**src/mea_pkg.sv**
```systemverilog
// Shared types and constants for the monomial exponent ALU.
// Defines the request and response transaction structs and the internal stage records.
// No dependencies; every other file refers to it by scoped names.
package mea_pkg;

  // Monomial shape.
  localparam int NUM_VARS = 8;
  localparam int EXP_BITS = 8;
  localparam int WORD_W   = 64;
  localparam int LANES_W  = NUM_VARS * EXP_BITS;
  localparam int LANE_MAX = (1 << EXP_BITS) - 1;
  localparam int DEG_W    = $clog2(NUM_VARS * LANE_MAX + 1);
  localparam int RSP_DEG_W = 11;

  // Operation codes carried in the request.
  typedef enum logic [1:0] {
    MODE_MUL = 2'd0,
    MODE_DIV = 2'd1,
    MODE_GCD = 2'd2,
    MODE_LCM = 2'd3
  } mode_t;

  typedef logic [EXP_BITS-1:0] lane_t;

  // Request transaction.
  typedef struct packed {
    logic [1:0]        mode;
    logic [WORD_W-1:0] a_exps;
    logic [WORD_W-1:0] b_exps;
  } req_t;

  // Response transaction.
  typedef struct packed {
    logic [WORD_W-1:0]    result_exps;
    logic [RSP_DEG_W-1:0] result_degree;
    logic                 a_divisible;
    logic                 equal_flag;
    logic                 a_greater;
    logic                 overflow;
  } rsp_t;

  // Record after the lane stage.
  typedef struct packed {
    lane_t [NUM_VARS-1:0] res;
    lane_t [NUM_VARS-1:0] a;
    lane_t [NUM_VARS-1:0] b;
    logic  [NUM_VARS-1:0] lt;
    logic  [NUM_VARS-1:0] gt;
    logic  [NUM_VARS-1:0] ovf;
  } lane_rec_t;

  // Record after the reduction stage.
  typedef struct packed {
    logic [WORD_W-1:0] result_exps;
    logic [DEG_W-1:0]  res_deg;
    logic [DEG_W-1:0]  deg_a;
    logic [DEG_W-1:0]  deg_b;
    logic              divisible;
    logic              equal;
    logic              tie_greater;
    logic              overflow;
  } red_rec_t;

endpackage

```
**src/mea_lane.sv**
```systemverilog
// One exponent lane: product, quotient, gcd or lcm of two exponents, plus lane compares.
// Depends on mea_pkg for the lane type and operation codes.
module mea_lane (
  input  logic [1:0]     mode,
  input  mea_pkg::lane_t x,
  input  mea_pkg::lane_t y,
  output mea_pkg::lane_t r,
  output logic           lt,
  output logic           gt,
  output logic           ovf
);

  logic [mea_pkg::EXP_BITS:0] sum;
  logic                       sum_ovf;

  // Product with saturation at the lane maximum.
  assign sum     = {1'b0, x} + {1'b0, y};
  assign sum_ovf = sum[mea_pkg::EXP_BITS];
  assign lt      = (x < y);
  assign gt      = (x > y);

  // Pick the operation; the quotient wraps modulo the lane range.
  always_comb begin
    ovf = 1'b0;
    case (mea_pkg::mode_t'(mode))
      mea_pkg::MODE_MUL: begin
        r   = sum_ovf ? {mea_pkg::EXP_BITS{1'b1}} : sum[mea_pkg::EXP_BITS-1:0];
        ovf = sum_ovf;
      end
      mea_pkg::MODE_DIV: r = x - y;
      mea_pkg::MODE_GCD: r = lt ? x : y;
      mea_pkg::MODE_LCM: r = gt ? x : y;
      default:           r = x;
    endcase
  end

endmodule

```
**src/mea_reduce.sv**
```systemverilog
// Reduction stage: degree sums, divisibility, equality, overflow and grevlex tie-break.
// Depends on mea_pkg for the stage records.
module mea_reduce (
  input  mea_pkg::lane_rec_t lanes,
  output mea_pkg::red_rec_t  red
);

  always_comb begin
    red = '0;
    // Pack the result lanes; bits above the lanes stay zero.
    for (int i = 0; i < mea_pkg::NUM_VARS; i++) begin
      red.result_exps[i*mea_pkg::EXP_BITS +: mea_pkg::EXP_BITS] = lanes.res[i];
      red.res_deg = red.res_deg + mea_pkg::DEG_W'(lanes.res[i]);
      red.deg_a   = red.deg_a + mea_pkg::DEG_W'(lanes.a[i]);
      red.deg_b   = red.deg_b + mea_pkg::DEG_W'(lanes.b[i]);
    end
    red.divisible = ~|lanes.lt;
    red.equal     = ~|(lanes.lt | lanes.gt);
    red.overflow  = |lanes.ovf;
    // The highest lane that differs decides a degree tie: A wins where B is larger.
    for (int i = 0; i < mea_pkg::NUM_VARS; i++) begin
      if (lanes.lt[i] || lanes.gt[i]) begin
        red.tie_greater = lanes.lt[i];
      end
    end
  end

endmodule

```
**src/monomial_exponent_alu.sv**
```systemverilog
// Top level of the monomial exponent ALU: three-stage pipeline with valid/ready channels.
// Depends on mea_pkg, mea_lane and mea_reduce.
//
// Usage:
//   The req channel carries one transaction per operand pair (mode, a_exps, b_exps);
//   the rsp channel returns one transaction per request, in order, with the result
//   exponents, their degree and the divisible, equal, grevlex-greater and overflow flags.
//   Stage 1 computes the eight lane operations and compares, stage 2 sums the degrees
//   and reduces the flags, stage 3 does the degree compare and holds the response.
//   An accepted request moves through the lane, reduction and response registers before
//   rsp_valid rises. Throughput is one transaction per cycle while rsp_ready stays high;
//   it is set by the single register per stage.
//   Each stage takes a new transaction when it is empty or when the stage after it
//   moves, so a stalled receiver fills the pipeline up to three transactions before
//   req_ready falls; nothing is dropped or repeated. A bubble in a stage is filled
//   even while the output is stalled.
//   Reset clears all stage valid bits; the block is ready in the cycle after reset.
module monomial_exponent_alu (
  input  logic          clk,
  input  logic          rst,
  input  logic          req_valid,
  output logic          req_ready,
  input  mea_pkg::req_t req,
  output logic          rsp_valid,
  input  logic          rsp_ready,
  output mea_pkg::rsp_t rsp
);

  mea_pkg::lane_rec_t lane_next;
  mea_pkg::lane_rec_t lane_q;
  mea_pkg::red_rec_t  red_next;
  mea_pkg::red_rec_t  red_q;
  mea_pkg::rsp_t      rsp_next;
  logic               v1;
  logic               v2;
  logic               v3;
  logic               ready1;
  logic               ready2;
  logic               ready3;

  // Per-stage ready: a stage may load when it is empty or drains this cycle.
  assign ready3    = !v3 || rsp_ready;
  assign ready2    = !v2 || ready3;
  assign ready1    = !v1 || ready2;
  assign req_ready = ready1;
  assign rsp_valid = v3;

  // Stage 1 logic: one lane unit per variable.
  for (genvar g = 0; g < mea_pkg::NUM_VARS; g++) begin : g_lane
    assign lane_next.a[g] = req.a_exps[g*mea_pkg::EXP_BITS +: mea_pkg::EXP_BITS];
    assign lane_next.b[g] = req.b_exps[g*mea_pkg::EXP_BITS +: mea_pkg::EXP_BITS];
    mea_lane u_lane (
      .mode (req.mode),
      .x    (lane_next.a[g]),
      .y    (lane_next.b[g]),
      .r    (lane_next.res[g]),
      .lt   (lane_next.lt[g]),
      .gt   (lane_next.gt[g]),
      .ovf  (lane_next.ovf[g])
    );
  end

  // Stage 2 logic: reductions over the lanes.
  mea_reduce u_reduce (
    .lanes (lane_q),
    .red   (red_next)
  );

  // Stage 3 logic: grevlex decision and response packing.
  always_comb begin
    rsp_next.result_exps   = red_q.result_exps;
    rsp_next.result_degree = mea_pkg::RSP_DEG_W'(red_q.res_deg);
    rsp_next.a_divisible   = red_q.divisible;
    rsp_next.equal_flag    = red_q.equal;
    rsp_next.a_greater     = (red_q.deg_a > red_q.deg_b) ||
                             ((red_q.deg_a == red_q.deg_b) && red_q.tie_greater);
    rsp_next.overflow      = red_q.overflow;
  end

  // Stage valid bits.
  always_ff @(posedge clk) begin
    if (rst) begin
      v1 <= 1'b0;
      v2 <= 1'b0;
      v3 <= 1'b0;
    end else begin
      if (ready1) v1 <= req_valid;
      if (ready2) v2 <= v1;
      if (ready3) v3 <= v2;
    end
  end

  // Stage payload registers.
  always_ff @(posedge clk) begin
    if (ready1 && req_valid) lane_q <= lane_next;
    if (ready2 && v1)        red_q  <= red_next;
    if (ready3 && v2)        rsp    <= rsp_next;
  end

endmodule

```
**config.mk**
```make
export PLATFORM = sky130hd
export DESIGN_NAME = monomial_exponent_alu
export DESIGN_NICKNAME = d
export VERILOG_FILES = /design/src/mea_pkg.sv /design/src/mea_lane.sv /design/src/mea_reduce.sv /design/src/monomial_exponent_alu.sv
export SDC_FILE = /design/constraint.sdc
export NUM_CORES = 1
export LEC_CHECK = 0
export BUFFER_PORTS_ARGS = -buffer_cell sky130_fd_sc_hd__buf_2
export CAP_MARGIN = 0
export CELL_PAD_IN_SITES_DETAIL_PLACEMENT = 0
export CELL_PAD_IN_SITES_GLOBAL_PLACEMENT = 2
export CORE_ASPECT_RATIO = 1.4
export CORE_MARGIN = 2
export CORE_UTILIZATION = 45
export DETAILED_ROUTE_END_ITERATION = 10
export GPL_ROUTABILITY_DRIVEN = 0
export MAX_ROUTING_LAYER = met4
export PLACE_DENSITY_LB_ADDON = 0.1
export SYNTH_ARGS = -nofsm -noshare
export SYNTH_HDL_FRONTEND = slang
export SYNTH_SLANG_ARGS = --single-unit
```
**constraint.sdc**
```tcl
create_clock -name clk -period 27.9 [get_ports clk]
set_clock_uncertainty 0.15 [all_clocks]
set_input_delay 2.79 -clock clk [delete_from_list [all_inputs] [get_ports clk]]
set_output_delay 2.79 -clock clk [all_outputs]
set_load 0.005 [all_outputs]
```
==> results.ini <==
[synthesis]
syn_avg_cell_area_sq_um = 11.7
ys_seq_area_share_pct = 47.2
yosys.area.top_type_share_pct = 46.9
async_flop_share_pct = 0
yosys_most_used_dff = edfxtp_1
synth_most_common_cell = edfxtp_1
synth-edff-count = 396
ys_ff_latch = 399
synth.area.top_cells = edfxtp_1 (47%), fa_1 (11%), ha_1 (10%)
synth_area_sq_um = 25300
ys_top_cells_by_count = edfxtp_1 (396), inv_1 (352), ha_1 (208)
syn_inst = 2167
synth_cell_types = 90
synth_fp_nets = 2642
synth_top_cell_by_area = edfxtp_1
synth_warnings = 0

[power]
p_total_uw = 2920
p_leak_uw = 0.0121
irDropWorstVdd_mv = 0.129
p_per_area_nw_per_um2 = 102

[placed_design]
io_buffers = 214
hpwlAfterDp_mm = 59.0
dpl-instance-area_sq_um = 27200

[clock_network]
clk_latency_ns = 0.59
cts.sinks = 399
clock_path_buffers = 3
clkSlewWorstSetupHoldPaths_ns = 0.06
cts_tree = built
cts_hold_buffers = 0
cts_resized = 0
postCtsSetupBuffers = 0
cts_made_buffers = 43
h-tree-depth = 2
ctsRootBufferMaster = clkbuf_16

[routing]
firstDrtPassIters = 7
drc = 0
wirelength_mm = 75.6
viasPerCell = 5.46
antenna_left = 0
wl_per_cell_um = 23.8
via_count = 17315
drtIter0Drc = 1076

[global_route]
grt-ovfl-total = 0
grt_max_degree = 85
first_global_vias = 17413
grt_pass1_wl_mm = 112
antenna_found_initial = 16
grt_use_total_pct = 27.2

[timing]
fmax_mhz = 148
slew_violations = 0
rsz0062_at_grt = no
fin_crit_sh_pct = 24.2
fin_setup_tns_ns = 0
setup_viol = 0
min_period_ns = 6.75
worst_pin_slew_ns = 1.13
hold_viol = 0
slew_headroom_pct = 24.4

[finish]
fin_nets = 2865
syn2layout_area_growth_pct = 13.1
fillers = 4978
drive_gt1_share_pct = 14.5
stdcell_area_sq_um = 28700

[floorplan]
io_pins = 215
die_area_sq_um = 58200
die_x_um = 205
core_area_sq_um = 55500
die_y_um = 285
initial_utilization_pct = 45.6
rows = 102

[setup_path]
cp.required_ns = 24.96
reg2reg_slack_ns = 22.05
r2r_start = lane_q[89]
crit_arrival_ns = 3.81
critPathLaunchType = primary input
timing.rr.end = red_q[25]
worstSetupStartpoint = rsp_ready
worst-r2r-cell-count = 17
criticalPathCategory = primary input to output pin
end_kind = output pin
cp-endpoint = req_ready
critPathMaxFanout = 6

[min_path]
min_path_type = flip-flop to flip-flop
min_from = red_q[65]

[flow_run]
cap_violations = 0

[run_status]
outcome = completed

## flip-flops by register name (all words and copies together) (netlist names)
name / cells
lane_q: 216
v1: 1
red_q: 101
rsp_valid: 1
v2: 1
rsp: 79
## power breakdown
part	total [uW]	switching (uW)	internal, uW
clock	571	242	329
combinational	1470	820	647
sequential	882	44.7	837
## stage by stage
step                      hold slack [ns]  utilization (%)  setup slack [ns]  cells
final                               0.263             51.6             21.15   3169
after global routing                0.268             51.6             21.07   3167
after CTS                           0.255             51.5             21.14   3152
after detailed placement            0.255             49.0             21.14   3073
after global placement              0.251             49.0             21.18   3073
after floorplan                     0.250                -             13.22   2167
## metal layers
layer	share of wire, %	vias to the layer above	global-route usage [%]
met4	5.6	0	13.4
met1	40	8454	32.8
met2	49	526	44.1
met5	0	-	-
li1	-	8187	-
met3	5.3	148	4.49
## cell type report
cell class	instances	area [sq um]	area share [%]
flip-flops and latches	399	12000	41.7
clock inverters	24	225	0.786
repair buffers	229	1180	4.13
multi-input cells	1364	11800	41.3
clock buffers	55	1180	4.13
inverters	353	1330	4.62
diodes	17	42.5	0.148
well taps	728	911	3.18
## how the worst min path moves through the flow
stage	endpoint	cells past startpoint	slack [ns]
finish	rsp[43]	0	0.26
global route	rsp[43]	0	0.27
CTS	rsp[43]	0	0.26
detailed placement	rsp[48]	0	0.25
global placement	rsp[55]	0	0.25
floorplan	rsp[0]	0	0.25
## critical path, cell delays in order
cell and delay [ns]:
buf_2 0.10, nor2b_1 0.57, nand3_1 0.19, buf_2 0.17
## logic make-up (layout without fill, tap and decap cells)
group | Yosys count | after routing | share of synthesized area (%)
AOI/OAI and AO/OA | 506 | 506 | 13.9
xor gates and xnor gates | 54 | 54 | 1.87
adders and majority gates | 341 | 341 | 20.8
buffers and inverters | 404 | 661 | 6.23
DFF | 399 | 399 | 47.2
muxes | 60 | 60 | 2.46
other | 0 | 17 | 0
and+or+nand+nor | 403 | 403 | 7.59
## placed cells by master, fill, tap and decap left out, drive strengths merged, types with 17 or more instances in the layout
master and count:
ha 208, nand3 18, a21o 37, a21oi 160, buf 229, nor2b 26
nand2b 18, a221oi 23, o21a 19, a22oi 21, diode 17, fa 133
mux2i 55, o22ai 19, inv 355, a211oi 17, o21ai 78, edfxtp 396
nand2 83, nor2 152, xnor2 39, nor3 35, clkbuf 55
Power figures use the tool's default switching activity.
